**config.mk**
```make
export PLATFORM = sky130hd
export DESIGN_NAME = rv32i_integer_execute
export DESIGN_NICKNAME = d
export VERILOG_FILES = /design/src/rvie_pkg.sv /design/src/rvie_exec.sv /design/src/rv32i_integer_execute.sv
export SDC_FILE = /design/constraint.sdc
export NUM_CORES = 2
export LEC_CHECK = 0
export BUFFER_PORTS_ARGS = -buffer_cell sky130_fd_sc_hd__buf_2
export CAP_MARGIN = 20
export CORE_MARGIN = 1.5
export CORE_UTILIZATION = 35
export CTS_BUF_LIST = sky130_fd_sc_hd__clkbuf_8
export DETAILED_ROUTE_END_ITERATION = 10
export PLACE_DENSITY_LB_ADDON = 0.25
export RECOVER_POWER = 25
export SLEW_MARGIN = 20
export SYNTH_ARGS = -nofsm -noshare
export SYNTH_HDL_FRONTEND = slang
export SYNTH_SLANG_ARGS = --single-unit
```
**constraint.sdc**
```tcl
create_clock -name clk -period 8.39 [get_ports clk]
set_input_delay 1.2585 -clock clk [delete_from_list [all_inputs] [get_ports clk]]
set_output_delay 1.2585 -clock clk [all_outputs]
set_load 0.005 [all_outputs]
```
**src/rvie_pkg.sv**
```systemverilog
// rvie_pkg: shared types and encodings for the rv32i integer execute block
// no dependencies; imported by rvie_exec, rv32i_integer_execute and tb
package rvie_pkg;

  localparam int XLEN      = 32;
  localparam int REG_COUNT = 32;
  localparam int REG_AW    = $clog2(REG_COUNT);
  localparam int CFG_IW    = 4;

  // configuration register indexes
  localparam logic [CFG_IW-1:0] CFG_START_ADDRESS = 4'd0;
  localparam logic [CFG_IW-1:0] CFG_HALT_ADDRESS  = 4'd1;

  // major opcodes
  localparam logic [6:0] OPC_LOAD   = 7'h03;
  localparam logic [6:0] OPC_OPIMM  = 7'h13;
  localparam logic [6:0] OPC_STORE  = 7'h23;
  localparam logic [6:0] OPC_OP     = 7'h33;
  localparam logic [6:0] OPC_LUI    = 7'h37;
  localparam logic [6:0] OPC_BRANCH = 7'h63;
  localparam logic [6:0] OPC_JALR   = 7'h67;
  localparam logic [6:0] OPC_JAL    = 7'h6F;

  // alu funct3
  localparam logic [2:0] F3_ADD = 3'd0;
  localparam logic [2:0] F3_SLL = 3'd1;
  localparam logic [2:0] F3_SLT = 3'd2;
  localparam logic [2:0] F3_SLTU = 3'd3;
  localparam logic [2:0] F3_XOR = 3'd4;
  localparam logic [2:0] F3_SR  = 3'd5;
  localparam logic [2:0] F3_OR  = 3'd6;
  localparam logic [2:0] F3_AND = 3'd7;

  // branch funct3
  localparam logic [2:0] F3_BEQ = 3'd0;
  localparam logic [2:0] F3_BNE = 3'd1;
  localparam logic [2:0] F3_BLT = 3'd4;
  localparam logic [2:0] F3_BGE = 3'd5;

  // widest funct3 that loads and stores accept
  localparam logic [2:0] F3_MEM_MAX = 3'd2;

  typedef struct packed {
    logic [XLEN-1:0]   next_pc;
    logic              we;
    logic [REG_AW-1:0] rd;
    logic [XLEN-1:0]   value;
    logic              taken;
    logic              illegal;
  } exec_res_t;

endpackage

```
**src/rvie_exec.sv**
```systemverilog
// rvie_exec: decode, alu, branch compare and next pc for one instruction
// depends on rvie_pkg
module rvie_exec
  import rvie_pkg::*;
(
  input  logic [31:0]     instr,
  input  logic [XLEN-1:0] pc,
  input  logic [XLEN-1:0] op_a,
  input  logic [XLEN-1:0] op_b,
  output exec_res_t       res
);

  logic [6:0]        opc;
  logic [2:0]        f3;
  logic [REG_AW-1:0] rd;
  logic              alt;
  logic [XLEN-1:0]   imm_i;
  logic [XLEN-1:0]   imm_j;
  logic [XLEN-1:0]   imm_b;
  logic [XLEN-1:0]   alu_b;
  logic [XLEN-1:0]   alu_res;
  logic              alu_ok;
  logic              is_reg;
  logic [4:0]        sh;
  logic [XLEN-1:0]   pc_plus4;
  logic [XLEN-1:0]   next;
  logic [XLEN-1:0]   value;
  logic              writes;
  logic              taken;
  logic              bad;

  assign opc   = instr[6:0];
  assign f3    = instr[14:12];
  assign rd    = instr[11:7];
  assign alt   = |instr[31:25];
  assign imm_i = {{20{instr[31]}}, instr[31:20]};
  assign imm_j = {{11{instr[31]}}, instr[31], instr[19:12], instr[20], instr[30:21], 1'b0};
  assign imm_b = {{19{instr[31]}}, instr[31], instr[7], instr[30:25], instr[11:8], 1'b0};
  assign is_reg = (opc == OPC_OP);
  assign alu_b  = is_reg ? op_b : imm_i;
  assign sh     = alu_b[4:0];
  assign pc_plus4 = pc + 32'd4;

  always_comb begin
    alu_ok  = 1'b1;
    alu_res = '0;
    unique case (f3)
      F3_ADD:  alu_res = (is_reg && alt) ? op_a - alu_b : op_a + alu_b;
      F3_SLL:  alu_res = op_a << sh;
      F3_XOR:  alu_res = op_a ^ alu_b;
      F3_SR:   alu_res = alt ? XLEN'($signed(op_a) >>> sh) : op_a >> sh;
      F3_OR:   alu_res = op_a | alu_b;
      F3_AND:  alu_res = op_a & alu_b;
      F3_SLT, F3_SLTU: alu_ok = 1'b0;
      default: alu_ok = 1'b0;
    endcase
  end

  always_comb begin
    next   = pc_plus4;
    value  = '0;
    writes = 1'b0;
    taken  = 1'b0;
    bad    = 1'b0;
    unique case (opc)
      OPC_OPIMM, OPC_OP: begin
        value  = alu_res;
        writes = alu_ok;
        bad    = !alu_ok;
      end
      OPC_LUI: begin
        value  = {instr[31:12], 12'd0};
        writes = 1'b1;
      end
      OPC_JAL: begin
        value  = pc_plus4;
        writes = 1'b1;
        taken  = 1'b1;
        next   = pc + imm_j;
      end
      OPC_JALR: begin
        if (f3 != F3_ADD) begin
          bad = 1'b1;
        end else begin
          value  = pc_plus4;
          writes = 1'b1;
          taken  = 1'b1;
          next   = (op_a + imm_i) & ~32'd1;
        end
      end
      OPC_BRANCH: begin
        unique case (f3)
          F3_BEQ:  taken = (op_a == op_b);
          F3_BNE:  taken = (op_a != op_b);
          F3_BLT:  taken = ($signed(op_a) < $signed(op_b));
          F3_BGE:  taken = !($signed(op_a) < $signed(op_b));
          default: bad = 1'b1;
        endcase
        if (taken) begin
          next = pc + imm_b;
        end
      end
      OPC_LOAD, OPC_STORE: bad = (f3 > F3_MEM_MAX);
      default: bad = 1'b1;
    endcase

    // unsupported encodings leave all state alone
    if (bad) begin
      next   = pc;
      writes = 1'b0;
      taken  = 1'b0;
    end
    if (rd == '0) begin
      writes = 1'b0;
    end

    res.next_pc = next;
    res.we      = writes;
    res.rd      = writes ? rd : '0;
    res.value   = writes ? value : '0;
    res.taken   = taken;
    res.illegal = bad;
  end

endmodule

```
**src/rv32i_integer_execute.sv**
```systemverilog
// rv32i_integer_execute: executes one rv32i instruction word per clock while out_stall is low.
// Each accepted word has its register operands read from a 32-entry register file (with
// bypass of the word executing in the same cycle) into an operand stage; once the output
// register is free it is executed and its result lands in the output register while the
// register file and pc are updated. A new word is taken every cycle while out_stall is low;
// the rate is set by the single execute pass over the operand stage. The register file reads
// as zero after reset through per-entry valid bits, so no clearing pass is needed. Writing
// start_address also loads the pc. Depends on rvie_pkg and rvie_exec.
module rv32i_integer_execute
  import rvie_pkg::*;
(
  input  logic              clk,
  input  logic              rst_n,
  // instruction words
  input  logic              in_valid,
  output logic              in_stall,
  input  logic [31:0]       in_instruction,
  // results
  output logic              out_valid,
  input  logic              out_stall,
  output logic [XLEN-1:0]   out_next_pc,
  output logic              out_write_enable,
  output logic [REG_AW-1:0] out_write_register,
  output logic [XLEN-1:0]   out_write_value,
  output logic              out_branch_taken,
  output logic              out_illegal,
  output logic              out_halted,
  // configuration
  input  logic              cfg_valid,
  output logic              cfg_ready,
  input  logic [CFG_IW-1:0] cfg_index,
  input  logic [XLEN-1:0]   cfg_data
);

  logic [XLEN-1:0]      mem [REG_COUNT];
  logic [REG_COUNT-1:0] valid_r;

  logic                 s1_valid_r;
  logic [31:0]          instr_r;
  logic [XLEN-1:0]      rd_a_r;
  logic [XLEN-1:0]      rd_b_r;
  logic                 vld_a_r;
  logic                 vld_b_r;
  logic                 hit_a_r;
  logic                 hit_b_r;
  logic [XLEN-1:0]      byp_r;

  logic [XLEN-1:0]      pc_r;
  logic [XLEN-1:0]      halt_r;
  logic                 out_valid_r;

  logic                 accept;
  logic                 exec_fire;
  logic                 cfg_write;
  logic [REG_AW-1:0]    rs1;
  logic [REG_AW-1:0]    rs2;
  logic [XLEN-1:0]      op_a;
  logic [XLEN-1:0]      op_b;
  exec_res_t            res;

  assign cfg_ready = 1'b1;
  assign cfg_write = cfg_valid && cfg_ready;

  assign exec_fire = s1_valid_r && (!out_valid_r || !out_stall);
  assign in_stall  = s1_valid_r && !exec_fire;
  assign accept    = in_valid && !in_stall;
  assign out_valid = out_valid_r;

  assign rs1 = in_instruction[19:15];
  assign rs2 = in_instruction[24:20];

  // x0 is never written, so its valid bit stays clear and it reads zero
  assign op_a = hit_a_r ? byp_r : (vld_a_r ? rd_a_r : '0);
  assign op_b = hit_b_r ? byp_r : (vld_b_r ? rd_b_r : '0);

  rvie_exec u_exec (
    .instr (instr_r),
    .pc    (pc_r),
    .op_a  (op_a),
    .op_b  (op_b),
    .res   (res)
  );

  // register file storage
  always_ff @(posedge clk) begin
    if (exec_fire && res.we) begin
      mem[res.rd] <= res.value;
    end
    if (accept) begin
      rd_a_r <= mem[rs1];
      rd_b_r <= mem[rs2];
    end
  end

  // operand stage payload, with bypass of the word retiring this cycle
  always_ff @(posedge clk) begin
    if (accept) begin
      instr_r <= in_instruction;
      vld_a_r <= valid_r[rs1];
      vld_b_r <= valid_r[rs2];
      hit_a_r <= exec_fire && res.we && (res.rd == rs1);
      hit_b_r <= exec_fire && res.we && (res.rd == rs2);
      byp_r   <= res.value;
    end
  end

  // result register payload
  always_ff @(posedge clk) begin
    if (exec_fire) begin
      out_next_pc        <= res.next_pc;
      out_write_enable   <= res.we;
      out_write_register <= res.rd;
      out_write_value    <= res.value;
      out_branch_taken   <= res.taken;
      out_illegal        <= res.illegal;
      out_halted         <= (res.next_pc == halt_r);
    end
  end

  always_ff @(posedge clk) begin
    if (!rst_n) begin
      valid_r     <= '0;
      s1_valid_r  <= 1'b0;
      out_valid_r <= 1'b0;
      pc_r        <= '0;
      halt_r      <= '0;
    end else begin
      if (accept) begin
        s1_valid_r <= 1'b1;
      end else if (exec_fire) begin
        s1_valid_r <= 1'b0;
      end
      if (exec_fire) begin
        out_valid_r <= 1'b1;
      end else if (!out_stall) begin
        out_valid_r <= 1'b0;
      end
      if (exec_fire && res.we) begin
        valid_r[res.rd] <= 1'b1;
      end
      priority if (cfg_write && cfg_index == CFG_START_ADDRESS) begin
        pc_r <= cfg_data;
      end else if (exec_fire) begin
        pc_r <= res.next_pc;
      end
      if (cfg_write && cfg_index == CFG_HALT_ADDRESS) begin
        halt_r <= cfg_data;
      end
    end
  end

`ifndef NO_ASSERTIONS
  // an unsupported word must leave the pc where it was
  a_illegal_holds_pc: assert property (@(posedge clk) disable iff (!rst_n)
    exec_fire && res.illegal && !cfg_write |=> pc_r == $past(pc_r))
    else $error("pc moved on an illegal word");

  // a register write marks the entry as holding data
  a_write_sets_valid: assert property (@(posedge clk) disable iff (!rst_n)
    exec_fire && res.we |=> valid_r[$past(res.rd)])
    else $error("written register not marked valid");

  // x0 is never reported as written
  a_no_x0_write: assert property (@(posedge clk) disable iff (!rst_n)
    out_valid_r |-> !(out_write_enable && out_write_register == '0))
    else $error("write reported to x0");

  // the operand stage only refills when its word retires or it is empty
  a_no_overwrite: assert property (@(posedge clk) disable iff (!rst_n)
    s1_valid_r && !exec_fire |-> in_stall)
    else $error("operand stage overwritten");
`endif

endmodule

```
==> Word level (Yosys, flattened, before mapping) <==
Memories as Yosys holds them, arrays and structs flattened. A register that Yosys moved wholly into a read port is not among the register bits.
Cells that the tools add are included.
Widths: inputs -> output; s select.
{ "word_totals": {"ff_bits": 239, "mem_bits_rw": 1024, "inputBits": 73, "out_inout_bits": 76, "elab_cells": 129, "mem_count": 1} }
{ "classes": {"addsub": 6, "order_cmp": 6, "n_eq_ne": 22, "shifts": 3, "n_mux": 41, "n_bitwise": 4, "n_reduce_logical": 28} }
{ "mem_list": {"columns": ["name", "depth", "width", "read_ports", "rd_ports_with_merged_regs", "write_ports", "line", "rtl"], "rows": [
  ["mem", 32, 32, 2, 2, 1, "rv32i_integer_execute.sv:35", "logic [XLEN-1:0] mem [REG_COUNT];"]
]} }
{ "ops": {"columns": ["op", "n"], "rows": [
  ["$mux 32", 14],
  ["$pmux 32 s6", 1],
  ["$add 32x32->32", 4],
  ["$pmux 32 s4", 1],
  ["$pmux 32 s3", 1],
  ["$eq 32x32->1", 2],
  ["$or 32x32->32", 2],
  ["$add 32x3->32 const B", 1],
  ["$and 32x32->32", 1],
  ["$lt 32x32->1", 1],
  ["$ne 32x32->1", 1],
  ["$shl 32x5->32", 1],
  ["$shr 32x5->32", 1],
  ["$sshr 32x5->32", 1],
  ["$sub 32x32->32", 1],
  ["$xor 32x32->32", 1],
  ["$eq 7x6->1 const B", 3],
  ["$eq 7x7->1 const B", 3],
  ["$lt 5x6->1 const B", 3],
  ["$mux 1", 16],
  ["$eq 3x3->1 const B", 4],
  ["$bmux 1 s5", 2],
  ["$eq 5x5->1", 2],
  ["$logic_and 1x1->1", 10],
  ["23 further kinds", 33]
]} }

==> Logic depth before layout (Yosys ltp) <==
{ "depth": {"depth_word": 12, "ltp_mapped": 32, "ltp_nobuf": 26} }

==> By module <==
A second synthesis with hierarchy kept.
{ "hier_totals": {"hier_cells": 6607, "area_unflattened_um2": 76442.1} }
{ "by_module_without_submodules": {"columns": ["module", "n_inst", "cells_each", "area_each_um2", "seq_area_each_um2"], "rows": [
  ["rv32i_integer_execute", 1, 4183, 60389.2, 38867.3],
  ["rvie_exec", 1, 2424, 16052.9, 0.0]
]} }

==> Worst setup path before layout <==
OpenSTA, ideal clock, no wires.
{ "synth_path": {"path_type": "input-to-reg", "from": "in out_stall", "to": "reg byp_r[0], enable pin", "setup_time_ns": 0.640, "arrival_ns": 7.313, "t_required_ns": 7.750, "slack_ns": 0.437, "path_stages": 2, "path_cell_list": "and3_1 > nor2b_1"} }
{ "synth_between": {"elab_chain_len": 7} }
{ "synth_lines": {"columns": ["item", "line", "rtl"], "rows": [
  ["start: declaration", "rv32i_integer_execute.sv:20", "input logic out_stall,"],
  ["$logic_not 1->1", null, null],
  ["$logic_or 1x1->1", "rv32i_integer_execute.sv:64", "assign exec_fire = s1_valid_r && (!out_valid_r || !out_stall);"],
  ["$logic_and 1x1->1", "rv32i_integer_execute.sv:64", null],
  ["$logic_not 1->1", "rv32i_integer_execute.sv:65", "assign in_stall = s1_valid_r && !exec_fire;"],
  ["$logic_and 1x1->1", "rv32i_integer_execute.sv:65", null],
  ["$logic_not 1->1", "rv32i_integer_execute.sv:66", "assign accept = in_valid && !in_stall;"],
  ["$logic_and 1x1->1", "rv32i_integer_execute.sv:66", null],
  ["named net accept", "rv32i_integer_execute.sv:52", "logic accept;"],
  ["end signal: assignment", "rv32i_integer_execute.sv:103", "byp_r <= res.value;"],
  ["end: declaration", "rv32i_integer_execute.sv:46", "logic [XLEN-1:0] byp_r;"]
]} }
The timed path passes the listed nets, and every way through them passes these cells.
A chain may end at the register's enable or synchronous reset.

==> Worst setup path in the final report <==
{ "layout_path": {"from": "reg instr_r[14]", "to": "mem mem[26][13], enable pin"} }
{ "layout_between": {"elab_chain_len": 9, "elab_cells_between_ends": 22} }
{ "layout_lines": {"columns": ["item", "line", "rtl"], "rows": [
  ["start: declaration", "rv32i_integer_execute.sv:39", "logic [31:0] instr_r;"],
  ["start signal: assignment", "rv32i_integer_execute.sv:98", "instr_r <= in_instruction;"],
  ["$eq 3x1->1 (tied with other cells)", "rvie_exec.sv:92", "unique case (f3)"],
  ["$reduce_or 4->1 (no source line) / $reduce_or 2->1 (equally long branches)", null, null],
  ["$mux 1, on equally long branches", "rvie_exec.sv:92, rvie_exec.sv:47", null],
  ["$pmux 1 s5 / $pmux 1 s3 (equally long branches)", "rvie_exec.sv:65", "unique case (opc)"],
  ["$mux 1 (*)", "rvie_exec.sv:108", "if (bad) begin"],
  ["$mux 1 (*)", "rvie_exec.sv:113", "if (rd == '0) begin"],
  ["$logic_and 1x1->1", "rv32i_integer_execute.sv:86", "if (exec_fire && res.we) begin"],
  ["$mux 1", "rv32i_integer_execute.sv:86", null],
  ["$mux 1 (not written as such)", "rv32i_integer_execute.sv:87", "mem[res.rd] <= res.value;"],
  ["end: declaration", "rv32i_integer_execute.sv:35", null]
]} }
Mark *: on every way between the ends. The rest lies on a longest branch, timed or not.

==> results.toml <==
[logic_synthesis]
ys_dominant_reg_cell = "sky130_fd_sc_hd__edfxtp_1"
synth-edff-count = 1229
portion_of_synthesized_cell_area_occupied_by_the_leading_cell_type_pct = 49.4
async_flop_share_pct = 0
count_of_yosys_warnings_during_synthesis = 0
yosysSeqAreaShare_pct = 52.0
yosys.cell_types.count = 101
syn_area_mm2 = 0.0747
synth_area_leaders = "sky130_fd_sc_hd__edfxtp_1 (49%), sky130_fd_sc_hd__mux4_2 (20%), sky130_fd_sc_hd__ha_1 (3.4%)"
synth_top_area_cell = "sky130_fd_sc_hd__edfxtp_1"
average_cell_area_after_synthesis_um2 = 13.7
post_synth_inst_count = 5441
synth.ff_latch_count = 1327

[sta]
clock_skew_ns = 0.0948
timing.slew.headroom_pct = -344
setup_repair_after_global_routing_missed_its_margin = "false"
fin_setup_tns_ns = 0
final.min_clock_period_ns = 8.39
timing_max_transition_violations_final = 1094
period_share_pct = 100
timing_hold_violations_final = 0
tightest_slew_ns = 6.66
fmax_ghz = 0.119
final_setup_viols = 0

[setup_path]
worstReg2RegEnd = "mem[26][13]"
rr_worst_depth = 10
crit_arrival_ns = 9.01
critical_path.startpoint_type = "flop"
crit_required_ns = 9.01
reg2reg_slack_ns = 0.003
cp-end-kind = "flop"
crit_start = "instr_r[14]"
cp_max_fo = 29
path_class = "reg2reg"
reg2reg_start = "instr_r[14]"

[floorplanning]
initial_standard_cell_utilization_of_the_core_pct = 35.2
std_cell_rows = 169
die_h_um = 465
fp.coreArea_mm2 = 0.212
die_area_mm2 = 0.216
ios = 149
die_w_um = 465

[finish]
syn_to_final_growth_pct = 12.0
final_net_count = 5942
final_layout_size_suffix_gt1_share_pct = 23.8
postLayoutCellArea_mm2 = 0.0836
layout.filler_cells = 19900
final_core_util_pct = 39.4
stdcell_count = 8674

[power]
worst_ir_drop_on_vdd_v = 0.000168
p_per_cell_area_mw_per_mm2 = 174
leakage_uw = 0.0304
power.total_uw = 14600

[job]
drv.max_cap_violation_count = 29

[clocking]
cts_root_buffer = "sky130_fd_sc_hd__clkbuf_8"
clkTransAtPathRegs_ns = 0.06
postCtsSetupRepairBufs = 0
cts-htree-levels = 4
cts.sinks = 1327
cts_buffer_depth = 3
clock_latency_ns = 1.06
cts.hold.buffers_added = 0
cts_inserted_buffers = 215
cts_tree = "done"
post_cts_resize_count = 0

[min_path]
min_from = "in_instruction[13]"
worst_hold_path_type = "in2reg"
hold_depth = 1
worstHoldEndpoint = "instr_r[13]"

[global_routing]
maximum_number_of_pins_on_one_net_before_global_route_repair = 120
first_global_vias = 52300
first_pass_grt_wire_length_mm = 409
grt_usage_pct = 26.7
antenna_found_initial = 19
grt.overflow.total = 0

[routing]
postRouteWirelength_mm = 293
route.antenna.remaining_nets = 0
drtPass1Iterations = 11
drc = 48
wl_per_cell_um = 33.8
drt_iter0_markers = 6778
via_per_inst = 6.19
via_count = 53700

[status]
outcome = "finished with violations"
failed_checks = "design-rule violations, max-capacitance violations, max-slew violations"

[placement]
dpl.hpwl_mm = 195
place.detailed.instances = 8264
gp_congestion = 1.05
dpl_cell_area_mm2 = 0.0798
portBuffers = 147
## cell usage in the layout (no fill, tap or decap), drive strengths merged, types with 23 or more instances in the layout
master | synthesis | layout
nand4 | 38 | 38
buf | 109 | 297
a211oi | 61 | 61
ha | 204 | 204
nand2b | 28 | 28
clkbuf | 281 | 287
xor2 | 53 | 53
nand2 | 419 | 419
a21oi | 304 | 304
o21a | 25 | 25
a21o | 57 | 57
dfxtp | 98 | 98
inv | 149 | 229
or3 | 23 | 23
clkinv | 1 | 85
conb | 2 | 33
a22oi | 94 | 94
nor2 | 394 | 394
o21ai | 277 | 277
and3 | 27 | 27
xnor2 | 114 | 114
nor3 | 76 | 76
mux4 | 660 | 660
edfxtp | 1229 | 1229
mux2i | 84 | 84
mux2 | 74 | 74
o211ai | 54 | 54
nand3 | 90 | 90
a31oi | 41 | 41
## logic make-up (layout without fill, tap and decap cells)
family	count (synthesis)	in the layout	synth area share [%]
xor+xnor	167	167	1.96
compound gates	1178	1178	10.3
flops	1327	1327	52.0
other cells	2	43	0.0101
buf+inv	540	911	2.81
mux	818	818	22.1
fa+ha+maj	208	208	3.53
simple gates	1201	1201	7.23
## cells in the mapped netlist (17+ instances only)
cell                       number
sky130_fd_sc_hd__clkbuf_1     281
sky130_fd_sc_hd__mux4_2       660
sky130_fd_sc_hd__xnor2_1      114
sky130_fd_sc_hd__buf_2         31
sky130_fd_sc_hd__a21boi_0      17
sky130_fd_sc_hd__xor2_1        53
sky130_fd_sc_hd__a22oi_1       94
sky130_fd_sc_hd__a221oi_1      21
sky130_fd_sc_hd__a21o_1        57
sky130_fd_sc_hd__nand4_1       37
sky130_fd_sc_hd__a211oi_1      61
sky130_fd_sc_hd__o21a_1        25
sky130_fd_sc_hd__and2_1        22
sky130_fd_sc_hd__nor2b_1       18
sky130_fd_sc_hd__o221ai_1      19
sky130_fd_sc_hd__ha_1         204
sky130_fd_sc_hd__nor4_1        18
sky130_fd_sc_hd__o211ai_1      54
sky130_fd_sc_hd__a31oi_1       41
sky130_fd_sc_hd__inv_1        146
sky130_fd_sc_hd__a21oi_1      304
sky130_fd_sc_hd__nand2_1      418
sky130_fd_sc_hd__nand3_1       90
sky130_fd_sc_hd__nor3_1        73
sky130_fd_sc_hd__nand2b_1      28
sky130_fd_sc_hd__dfxtp_1       98
sky130_fd_sc_hd__mux2_2        74
sky130_fd_sc_hd__or3_1         22
sky130_fd_sc_hd__o31ai_1       18
sky130_fd_sc_hd__nor2_1       392
sky130_fd_sc_hd__mux2i_1       84
sky130_fd_sc_hd__o22ai_1       22
sky130_fd_sc_hd__and3_1        27
sky130_fd_sc_hd__edfxtp_1    1229
sky130_fd_sc_hd__buf_1         74
sky130_fd_sc_hd__a311oi_1      18
sky130_fd_sc_hd__o21ai_0      264
## final cells by class
class	instances	area, µm²	share of cell area, %
Tap cell	2821	3530	4.22
Multi-Input combinational cell	3605	34200	41.0
Antenna cell	10	25.0	0.0299
Sequential cell	1327	38900	46.5
Inverter	150	569	0.681
Clock inverter	176	961	1.15
Timing Repair Buffer	362	2350	2.81
Clock buffer	223	3070	3.67
## stage by stage
step | hold WS, ns | setup WS [ns]
after detailed placement | 0.450 | 1.09
after global routing | 0.358 | 0.206
after global placement | 0.451 | 1.02
after floorplan | 0.436 | 0.437
final | 0.389 | 0.00255
after CTS | 0.309 | 0.963
## power breakdown
| part | internal (µW) | total [µW] | switching (µW) |
|---|---|---|---|
| clock network | 2640 | 5390 | 2750 |
| registers | 7220 | 7310 | 83.6 |
| logic | 648 | 1870 | 1220 |
## layer usage
layer	up-vias	GRT usage, %	wire length (µm)
met1	27900	36.0	118000
met2	2894	42.2	136000
met4	8	12.0	15100
met3	573	4.55	24100
met5	-	0	57
li1	22300	-	-
## worst max path at each step
stage / endpoint / slack (ns) / cells after the start
CTS: mem[28][19] / 0.96 / 20
finish: mem[26][13] / 0.003 / 10
floorplan: byp_r[0] / 0.44 / 2
detailed placement: mem[10][19] / 1.09 / 20
global route: rd_a_r[22] / 0.21 / 5
global placement: mem[11][19] / 1.02 / 24
## worst max-delay path, cell delays in order (launching register included)
cell	delay (ns)
sky130_fd_sc_hd__edfxtp_1	0.34
sky130_fd_sc_hd__clkbuf_1	1.97
sky130_fd_sc_hd__inv_1	0.30
sky130_fd_sc_hd__nand2_1	0.19
sky130_fd_sc_hd__and3_1	0.16
sky130_fd_sc_hd__clkbuf_1	1.35
sky130_fd_sc_hd__or3_1	0.51
sky130_fd_sc_hd__nand2_1	0.20
sky130_fd_sc_hd__or3_1	0.59
sky130_fd_sc_hd__nor2_1	1.65
sky130_fd_sc_hd__buf_4	0.62
## registers in the layout (all words and copies together), names as in the netlist, 5 cells and up
| name | count |
|---|---|
| rd_b_r | 32 |
| out_next_pc | 32 |
| rd_a_r | 32 |
| byp_r | 32 |
| halt_r | 32 |
| out_write_register | 5 |
| pc_r | 32 |
| valid_r | 32 |
| mem | 1024 |
| out_write_value | 32 |
| instr_r | 32 |
No activity file was read; power rests on OpenSTA's default activity.
